**src/hdl/irdt_pkg.sv**
```systemverilog
package irdt_pkg;

  // Fixed field widths of the two channels.
  localparam int unsigned InValueW = 64;
  localparam int unsigned InFuncW  = 3;
  localparam int unsigned CharW    = 8;
  localparam int unsigned DigitW   = 4;

  // floor(w * log10(2)) is (w * Log2Num) >> 12 for the widths in use.
  localparam int unsigned Log2Num = 1233;
  localparam int unsigned Log2Den = 4096;

  localparam logic [CharW-1:0] CharZero  = 8'h30;
  localparam logic [CharW-1:0] CharLowA  = 8'h61;
  localparam logic [CharW-1:0] CharUpA   = 8'h41;

  typedef struct packed {
    logic [InValueW-1:0] value;
    logic [InFuncW-1:0]  func;
  } in_word_t;

  typedef struct packed {
    logic [CharW-1:0] character;
    logic             last;
  } out_word_t;

  typedef enum logic [InFuncW-1:0] {
    FMT_RAW = 3'd0,
    FMT_BIN = 3'd1,
    FMT_OCT = 3'd2,
    FMT_HXL = 3'd3,
    FMT_HXU = 3'd4,
    FMT_DEC = 3'd5
  } fmt_e;

  typedef enum logic [1:0] {
    CELL_HOLD   = 2'd0,
    CELL_CLEAR  = 2'd1,
    CELL_DABBLE = 2'd2,
    CELL_SHIFT  = 2'd3
  } cell_mode_e;

  typedef enum logic [1:0] {
    ST_IDLE   = 2'd0,
    ST_DABBLE = 2'd1,
    ST_EMIT   = 2'd2
  } state_e;

  // Hex digit to ASCII, lower or upper case letters.
  function automatic logic [CharW-1:0] hex_char(input logic [DigitW-1:0] d,
                                                input logic upper);
    logic [CharW-1:0] ext;
    ext = {{(CharW-DigitW){1'b0}}, d};
    if (d < 4'd10) begin
      hex_char = CharZero + ext;
    end else if (upper) begin
      hex_char = CharUpA + ext - 8'd10;
    end else begin
      hex_char = CharLowA + ext - 8'd10;
    end
  endfunction

endpackage

```
**src/hdl/irdt_digit_cell.sv**
```systemverilog
module irdt_digit_cell (
  input  logic                             clk_i,
  input  logic                             rst_ni,
  input  irdt_pkg::cell_mode_e             mode_i,
  input  logic                             carry_i,
  input  logic [irdt_pkg::DigitW-1:0]      digit_i,
  output logic                             carry_o,
  output logic [irdt_pkg::DigitW-1:0]      digit_o
);
  import irdt_pkg::*;

  logic [DigitW-1:0] digit_q, digit_d;
  logic [DigitW-1:0] adj;

  // add-3 correction before each doubling
  assign adj     = (digit_q >= 4'd5) ? digit_q + 4'd3 : digit_q;
  assign carry_o = adj[DigitW-1];
  assign digit_o = digit_q;

  always_comb begin
    unique case (mode_i)
      CELL_HOLD:   digit_d = digit_q;
      CELL_CLEAR:  digit_d = '0;
      CELL_DABBLE: digit_d = {adj[DigitW-2:0], carry_i};
      CELL_SHIFT:  digit_d = digit_i;
      default:     digit_d = digit_q;
    endcase
  end

  always_ff @(posedge clk_i or negedge rst_ni) begin
    if (!rst_ni) begin
      digit_q <= '0;
    end else begin
      digit_q <= digit_d;
    end
  end

endmodule

```
**src/hdl/integer_to_radix_digit_text.sv**
```systemverilog
// Timing: a raw or power-of-two value goes straight to emit; each character is
//   registered into the output word, and skipped leading zeros delay the first one.
//   Decimal first runs W dabble steps, then emits from the BCD cell row.
// Values: taken one at a time, only while idle; each digit slot waits for the receiver.
//   Digit slots: 1 raw, W / ceil(W/3) / ceil(W/4) for binary/octal/hex, NDIG decimal.
// Reset: rst_ni asynchronous, active low; clears FSM, counters and output valid.
module integer_to_radix_digit_text #(
  parameter int unsigned VALUE_WIDTH = 64
) (
  input  logic                clk_i,
  input  logic                rst_ni,
  input  logic                in_valid_i,
  output logic                in_ready_o,
  input  irdt_pkg::in_word_t  in_word_i,
  output logic                out_valid_o,
  input  logic                out_ready_i,
  output irdt_pkg::out_word_t out_word_o
);
  import irdt_pkg::*;

  // Working register is padded so every radix's top digit lands at the MSB.
  localparam int unsigned PW    = VALUE_WIDTH + 3;
  localparam int unsigned NB    = VALUE_WIDTH;
  localparam int unsigned NO    = (VALUE_WIDTH + 2) / 3;
  localparam int unsigned NH    = (VALUE_WIDTH + 3) / 4;
  localparam int unsigned NDIG  = (VALUE_WIDTH * Log2Num) / Log2Den + 1;
  localparam int unsigned PAD_B = PW - NB;
  localparam int unsigned PAD_O = PW - 3 * NO;
  localparam int unsigned PAD_H = PW - 4 * NH;
  localparam int unsigned PAD_D = PW - VALUE_WIDTH;
  localparam int unsigned CW    = $clog2(VALUE_WIDTH + 1);

  state_e               state_q, state_d;
  fmt_e                 fmt_q, fmt_d, fmt_in;
  logic [PW-1:0]        vreg_q, vreg_d, val_ext;
  logic [CW-1:0]        rem_q, rem_d;
  logic [CW-1:0]        step_q, step_d;
  logic                 started_q, started_d;
  logic [CharW-1:0]     raw_q, raw_d;
  logic                 ovalid_q, ovalid_d;
  out_word_t            oword_q, oword_d;

  cell_mode_e           cell_mode;
  logic [NDIG-1:0]      carry_in, carry_out;
  logic [DigitW-1:0]    dig_in  [NDIG];
  logic [DigitW-1:0]    dig_out [NDIG];

  logic                 accept, can_load, emit_now;
  logic [DigitW-1:0]    top4, cur_digit;
  logic [CharW-1:0]     cur_char;

  assign in_ready_o  = (state_q == ST_IDLE);
  assign accept      = in_valid_i && in_ready_o;
  assign can_load    = !ovalid_q || out_ready_i;
  assign out_valid_o = ovalid_q;
  assign out_word_o  = oword_q;
  assign val_ext     = PW'(in_word_i.value[VALUE_WIDTH-1:0]);

  // Codes past decimal are taken as decimal.
  always_comb begin
    unique case (in_word_i.func)
      FMT_RAW: fmt_in = FMT_RAW;
      FMT_BIN: fmt_in = FMT_BIN;
      FMT_OCT: fmt_in = FMT_OCT;
      FMT_HXL: fmt_in = FMT_HXL;
      FMT_HXU: fmt_in = FMT_HXU;
      default: fmt_in = FMT_DEC;
    endcase
  end

  // ---------------------------------------------------------------------------
  // BCD cell row: cell 0 is the ones digit. During dabble the value MSB enters
  // cell 0 and carries ripple upward; during emit digits move up one cell a
  // cycle while the output register can load, and the top cell is read out.
  // ---------------------------------------------------------------------------
  for (genvar k = 0; k < NDIG; k++) begin : g_cell
    if (k == 0) begin : g_first
      assign carry_in[k] = vreg_q[PW-1];
      assign dig_in[k]   = '0;
    end else begin : g_rest
      assign carry_in[k] = carry_out[k-1];
      assign dig_in[k]   = dig_out[k-1];
    end
    irdt_digit_cell u_cell (
      .clk_i   (clk_i),
      .rst_ni  (rst_ni),
      .mode_i  (cell_mode),
      .carry_i (carry_in[k]),
      .digit_i (dig_in[k]),
      .carry_o (carry_out[k]),
      .digit_o (dig_out[k])
    );
  end

  // Current digit and its character.
  assign top4 = vreg_q[PW-1 -: DigitW];
  always_comb begin
    case (fmt_q)
      FMT_BIN: cur_digit = {3'b000, top4[3]};
      FMT_OCT: cur_digit = {1'b0, top4[3:1]};
      FMT_HXL, FMT_HXU: cur_digit = top4;
      default: cur_digit = dig_out[NDIG-1];
    endcase
  end

  always_comb begin
    case (fmt_q)
      FMT_RAW: cur_char = raw_q;
      FMT_HXU: cur_char = hex_char(cur_digit, 1'b1);
      default: cur_char = hex_char(cur_digit, 1'b0);
    endcase
  end

  // Leading zeros are skipped; the final digit always goes out.
  assign emit_now = started_q || (cur_digit != '0) || (rem_q == CW'(1))
                    || (fmt_q == FMT_RAW);

  // ---------------------------------------------------------------------------
  // Next state
  // ---------------------------------------------------------------------------
  always_comb begin
    state_d = state_q;
    unique case (state_q)
      ST_IDLE: begin
        if (accept) begin
          state_d = (fmt_in == FMT_DEC) ? ST_DABBLE : ST_EMIT;
        end
      end
      ST_DABBLE: begin
        if (step_q == CW'(1)) begin
          state_d = ST_EMIT;
        end
      end
      ST_EMIT: begin
        if (can_load && (rem_q == CW'(1))) begin
          state_d = ST_IDLE;
        end
      end
      default: state_d = ST_IDLE;
    endcase
  end

  // ---------------------------------------------------------------------------
  // Datapath and outputs
  // ---------------------------------------------------------------------------
  always_comb begin
    vreg_d    = vreg_q;
    rem_d     = rem_q;
    step_d    = step_q;
    started_d = started_q;
    raw_d     = raw_q;
    fmt_d     = fmt_q;
    cell_mode = CELL_HOLD;
    ovalid_d  = ovalid_q && !out_ready_i;
    oword_d   = oword_q;

    unique case (state_q)
      ST_IDLE: begin
        if (accept) begin
          fmt_d     = fmt_in;
          started_d = 1'b0;
          raw_d     = in_word_i.value[CharW-1:0];
          step_d    = CW'(VALUE_WIDTH);
          cell_mode = CELL_CLEAR;
          case (fmt_in)
            FMT_RAW: begin
              rem_d  = CW'(1);
              vreg_d = val_ext;
            end
            FMT_BIN: begin
              rem_d  = CW'(NB);
              vreg_d = val_ext << PAD_B;
            end
            FMT_OCT: begin
              rem_d  = CW'(NO);
              vreg_d = val_ext << PAD_O;
            end
            FMT_HXL, FMT_HXU: begin
              rem_d  = CW'(NH);
              vreg_d = val_ext << PAD_H;
            end
            default: begin
              rem_d  = CW'(NDIG);
              vreg_d = val_ext << PAD_D;
            end
          endcase
        end
      end
      ST_DABBLE: begin
        cell_mode = CELL_DABBLE;
        vreg_d    = vreg_q << 1;
        step_d    = step_q - CW'(1);
      end
      ST_EMIT: begin
        if (can_load) begin
          if (emit_now) begin
            ovalid_d          = 1'b1;
            oword_d.character = cur_char;
            oword_d.last      = (rem_q == CW'(1));
            started_d         = 1'b1;
          end
          rem_d = rem_q - CW'(1);
          case (fmt_q)
            FMT_BIN: vreg_d = vreg_q << 1;
            FMT_OCT: vreg_d = vreg_q << 3;
            FMT_HXL, FMT_HXU: vreg_d = vreg_q << 4;
            FMT_DEC: cell_mode = CELL_SHIFT;
            default: vreg_d = vreg_q;
          endcase
        end
      end
      default: ;
    endcase
  end

  always_ff @(posedge clk_i or negedge rst_ni) begin
    if (!rst_ni) begin
      state_q   <= ST_IDLE;
      fmt_q     <= FMT_RAW;
      rem_q     <= '0;
      step_q    <= '0;
      started_q <= 1'b0;
      ovalid_q  <= 1'b0;
    end else begin
      state_q   <= state_d;
      fmt_q     <= fmt_d;
      rem_q     <= rem_d;
      step_q    <= step_d;
      started_q <= started_d;
      ovalid_q  <= ovalid_d;
    end
  end

  // payload registers
  always_ff @(posedge clk_i) begin
    vreg_q  <= vreg_d;
    raw_q   <= raw_d;
    oword_q <= oword_d;
  end

endmodule
```
**config.mk**
```make
export PLATFORM = sky130hd
export DESIGN_NAME = integer_to_radix_digit_text
export DESIGN_NICKNAME = d
export VERILOG_FILES = /design/src/hdl/irdt_pkg.sv /design/src/hdl/irdt_digit_cell.sv /design/src/hdl/integer_to_radix_digit_text.sv
export SDC_FILE = /design/constraint.sdc
export NUM_CORES = 1
export LEC_CHECK = 0
export ABC_AREA = 1
export BUFFER_PORTS_ARGS = -buffer_cell sky130_fd_sc_hd__buf_2
export CAP_MARGIN = 20
export CORE_ASPECT_RATIO = 0.9
export CORE_UTILIZATION = 40
export DETAILED_ROUTE_END_ITERATION = 7
export PLACE_DENSITY_LB_ADDON = 0.15
export RECOVER_POWER = 100
export SLEW_MARGIN = 20
export SYNTH_ARGS = -nofsm -noshare
export SYNTH_HDL_FRONTEND = slang
export SYNTH_SLANG_ARGS = --single-unit
export TNS_END_PERCENT = 1
```
**constraint.sdc**
```tcl
create_clock -name clk_i -period 9.1 [get_ports clk_i]
set_input_delay 0.91 -clock clk_i [delete_from_list [all_inputs] [get_ports clk_i]]
set_output_delay 0.91 -clock clk_i [all_outputs]
set_load 0.02 [all_outputs]
```
### Word-level counts from Yosys, hierarchy flattened

Cells that the tools add are included.

* output and inout port bits: 11
* word-level logic and storage cells: 205
* input port bits: 71
* register bits after elaboration: 185

* mux-type cells: 72
* eq/ne operators: 27
* reduce and logical (&&, ||, !) cells: 28
* add/sub/neg operators: 27
* $lt $le $gt $ge: 21

Operators with widths (number)
* one-hot mux 67 bit (3 select lines): 2
* one-hot mux 4 bit (3 select lines): 20
* two-way mux 67 bit: 2
* one-hot mux 67 bit (2 select lines): 1
* >= comparator 4 x 3 -> 1 bit (second input constant): 20
* adder 4 x 2 -> 4 bit (second input constant): 19
* two-way mux 4 bit: 19
* one-hot mux 7 bit (2 select lines): 2
* one-hot mux 7 bit (4 select lines): 1
* two-way mux 7 bit: 3
* == test 3 x 2 -> 1 bit (second input constant): 6
* adder 7 x 4 -> 8 bit (first input constant): 2
* two-way mux 8 bit: 2
* one-hot mux 8 bit (2 select lines): 1
* subtractor 8 x 4 -> 8 bit (second input constant): 2
* == test 3 bit (second input constant): 5
* one-hot mux 3 bit (5 select lines): 1
* == test 7 x 1 -> 1 bit (second input constant): 2
* subtractor 7 x 1 -> 7 bit (second input constant): 2
* two-way mux 2 bit: 6
* one-hot mux 2 bit (3 select lines): 2
* == test 3 x 1 -> 1 bit (second input constant): 3
* logical NOT 3 bit: 3
* AND reduction 3 bit: 3
* 22 further kinds: 46

### Longest topological paths before layout

* word-level depth: 10
* depth in mapped cells: 15
* depth with buffers taken out: 15

### Cells and area by module

Synthesis repeated with hierarchy kept, for this count alone.

* cells, all modules: 1829
* area, all modules: 13065.0 µm²

Modules (own cells, without submodules)
* integer_to_radix_digit_text: cells each 889, area an instance 6984.2 µm², instances 1, sequential area each 3047.9 µm²
* irdt_digit_cell: cells each 47, area an instance 304.0 µm², instances 20, sequential area each 100.1 µm²

### Worst setup path after synthesis

No wires, ideal clock.

* path kind: in2reg
* start: input port in_valid_i
* end: register vreg_q[0] (enable)
* setup time: 0.592 ns
* required time: 8.508 ns
* arrival: 6.034 ns
* path buffers: 0
* stages: 3
* path slack: 2.474 ns
* cells stage by stage: or2_1 > nand2_1 > a211oi_1

* cells in the longest elaborated chain, start to end: 3

RTL lines
* from (decl): RTL line integer_to_radix_digit_text.sv:12 `input logic in_valid_i,`
* logical AND 1 bit: RTL line integer_to_radix_digit_text.sv:53 `assign accept = in_valid_i && in_ready_o;`
* inequality test 2 x 1 -> 1 bit (no source line)
* AND reduction 4 bit (no source line)
* to (signal assigned): RTL line integer_to_radix_digit_text.sv:236 `vreg_q <= vreg_d;`
* to (decl): RTL line integer_to_radix_digit_text.sv:35 `logic [PW-1:0] vreg_q, vreg_d, val_ext;`

No other way between the ends.
A chain may end at the register's enable or synchronous reset.

### Worst setup path after layout

* start: register state_q[0]
* end: register vreg_q[5], data pin

* cells in the longest elaborated chain, start to end: 2
* elaborated cells on any way between the ends: 4
* classes of those cells: 2 x eq/ne; 1 x mux; 1 x reduce/logical

RTL lines
* from (decl): RTL line integer_to_radix_digit_text.sv:33 `state_e state_q, state_d;`
* from (signal assigned): RTL line integer_to_radix_digit_text.sv:225 `state_q <= state_d;`
* == test 2 bit, or another cell as far along: RTL line integer_to_radix_digit_text.sv:157 `unique case (state_q)`
* one-hot mux 67 bit (3 select lines) (*): RTL line integer_to_radix_digit_text.sv:157
* net vreg_d[5]: RTL line integer_to_radix_digit_text.sv:35

Mark *: on every way through the listed nets, which the timed path passes. The rest lies on a longest branch.

==> run_results.csv <==
group,metric,value,unit
sta,timing.final.ws_setup,3290,ps
sta,tightest_slew,3280,ps
run_status,status,"complete, but fails checks",
finish,fin_util,44.8,%
finish,stdcell_count,2029,
sta,min_period_over_period,63.9,%
detailed_routing,vias,11500,
yosys,syn_inst,1589,
detailed_routing,post_drt_wl_per_cell,17.5,µm
clock_network,cts_buffers,17,
global_routing,grt_pass1_vias,11100,
clock_network,htreeDepth,4,
placement,io_buffers,81,
finish,area_delta_synth_final,9.30,%
flow_run,maxCapViolCount,4,
finish,stdcell_area,13400,µm²
clock_network,clk_path_buf_depth,2,
placement,place.gp.congestion,0.831,
finish,multi_input_area,6160,µm²
hold_path,hold_class,"reg -> reg",
placement,placed_cell_area,12900,µm²
floorplanning,dieArea,31400,µm²
detailed_routing,vias_per_cell,5.69,
detailed_routing,drt_iter0_drc,1094,
global_routing,antenna_found_initial,5,
yosys,synth_nets,1710,
detailed_routing,drcViolationCount,0,
clock_network,clkSinkCount,185,
floorplanning,die_h,168,µm
sta,setup-violations-final,0,
global_routing,overflow,0,
sta,period_minus_slack,5810,ps
yosys,synthTopCellsByArea,"dfrtp_1 (21%), edfxtp_1 (21%), o21ai_0 (13%)",
placement,hpwl,22.3,mm
sta,fin_setup_tns,0,ps
detailed_routing,wl_met3,2.24,mm
setup_path,cp.required,9400,ps
placement,place_inst,1995,
clock_network,cts_setup_buffers,0,
floorplanning,num_io_pins,82,
power,total_power,4.65,mW
yosys,synth_edf_count,84,
yosys,synth.top_cell.area_share,20.6,%
yosys,netlist_area,12300,µm²
yosys,yosys_warnings,0,
setup_path,arrival,6110,ps
sta,hold_violations,0,
finish,drive_gt1_share,8.56,%
yosys,async_reset_ff_share,54.6,%
detailed_routing,first_pass_iters,6,
yosys,yosys.area.top_type,"dfrtp_1",
sta,whs,472,ps
setup_path,crit_path_start_kind,"register",
sta,drv_slew,231,
floorplanning,rows,60,
yosys,ys.flop_type,"dfrtp_1",
finish,ff_latch_area,5050,µm²
yosys,ys_types,41,
floorplanning,initial_core_util,41.0,%
clock_network,ctsHoldBuffers,0,
power,p_leak,5.39,nW
setup_path,worstSetupEndpointType,"register",
global_routing,grt_start_max_net_pins,81,
power,vdd_drop_max,0.000251,V
sta,rsz0062_at_grt,"false",
finish,final_cell_mix,"o21ai_0 (324), nand2_1 (314), inv_1 (164)",
global_routing,grt.total_usage,23.0,%
clock_network,clk_pin_slew_worst_paths,80,ps
floorplanning,die_x,187,µm
sta,skew,19.9,ps
finish,nets,1732,
yosys,ys_ff_latch,185,
placement,place_ws,5350,ps
sta,relSlewSlack,-119,%
finish,layout_commonest_cell,"o21ai_0",
detailed_routing,wl_met2,15.8,mm
clock_network,cts_tree,"done",
setup_path,path_max_fanout,64,
power,pwr_density_cell,346,nW/µm²
finish,n_fill_cell,3017,
floorplanning,core-area,30000,µm²
detailed_routing,routed_wl,35.5,mm
setup_path,critPathKind,"reg -> reg",
clock_network,cts_resized,0,
clock_network,clock_latency,450,ps
yosys,synth_seq_area_share,41.1,%
global_routing,grt_pass1_wl,59.0,mm
detailed_routing,drtAntennaViolNets,0,
detailed_routing,maxUsedRoutingLayer,"met5",
clock_network,root_buffer,"clkbuf_16",
sta,fmaxAchievable,172,MHz
detailed_routing,met1Wirelength,17.1,mm
run_status,violations,"max-capacitance violations, max-slew violations",
yosys,synth.avg_cell_area,7.74,µm²
==> critical path, cell delays in order, from the launching register on <==
cell,delay [ps]
dfrtp_1,410
inv_1,120
ha_1,150
clkbuf_1,2300
inv_2,1090
o21ai_0,520
inv_1,430
o22ai_1,320
nor2_1,70
a21oi_1,230
==> report_power, final <==
| group | total, mW | leakage (nW) | switching, mW | internal, mW |
|---|---|---|---|---|
| registers | 1.50 | 2.20 | 0.171 | 1.33 |
| clock network | 0.782 | 0.300 | 0.358 | 0.424 |
| logic | 2.37 | 2.89 | 1.69 | 0.679 |
==> synth_stat cells (3+ instances only) <==
master     count
o21ai_0      319
nand2_1      312
inv_1        161
a21oi_1      126
dfrtp_1      101
edfxtp_1      84
nor2_1        57
nand3_1       52
ha_1          50
a221oi_1      48
clkbuf_1      41
buf_2         39
a31oi_1       34
o22ai_1       31
a22oi_1       26
or2_2         17
xor2_1        16
inv_2          8
nand2_2        8
buf_1          7
o211ai_1       7
a211oi_1       5
buf_6          5
nor2_2         5
a2bb2oi_1      3
nor3_1         3
o21ai_1        3
==> area by class of cell <==
cell class	count	share of cell area, %
Inverter	170	4.75
Sequential cell	185	37.6
Clock buffer	22	3.71
Timing Repair Buffer	96	3.58
Clock inverter	10	0.763
Tap cell	403	3.75
Multi-Input combinational cell	1141	45.8
Antenna cell	2	0.0372
==> sequential cells by signal, summed over array words and instances (netlist names), 2 cells and up <==
register,count
fmt_q,3
g_cell.u_cell.digit_o,80
out_word_o,9
raw_q,8
rem_q,7
state_q,2
step_q,7
vreg_q,67
==> worst paths after layout <==
path	startpoint	endpoint	slack, ps	cells after the start
max in group asynchronous	rst_ni	step_q[4]	5890	2
worst max-delay path	state_q[0]	vreg_q[5]	3290	9
min in group asynchronous	rst_ni	g_cell[12].u_cell.digit_o[3]	1320	1
worst min-delay path	step_q[5]	step_q[5]	470	1
worst min register to register	step_q[5]	step_q[5]	470	1
worst max register to register	state_q[0]	vreg_q[5]	3290	9
==> layer usage <==
metal,track usage [%],vias to the layer above
met5,0,-
met4,5.84,6
met3,4.09,38
met2,35.9,426
met1,32.9,5476
li1,-,5593
==> logic make-up after synthesis <==
group | count (synthesis) | share of synthesized area [%]
adders and majority gates | 50 | 5.09
buffers and inverters | 263 | 8.76
AOI/OAI and AO/OA | 615 | 28.6
xor gates and xnor gates | 18 | 1.28
DFF | 185 | 41.1
and+or+nand+nor | 458 | 15.2
Note: power is estimated with default switching activity, not from simulation.
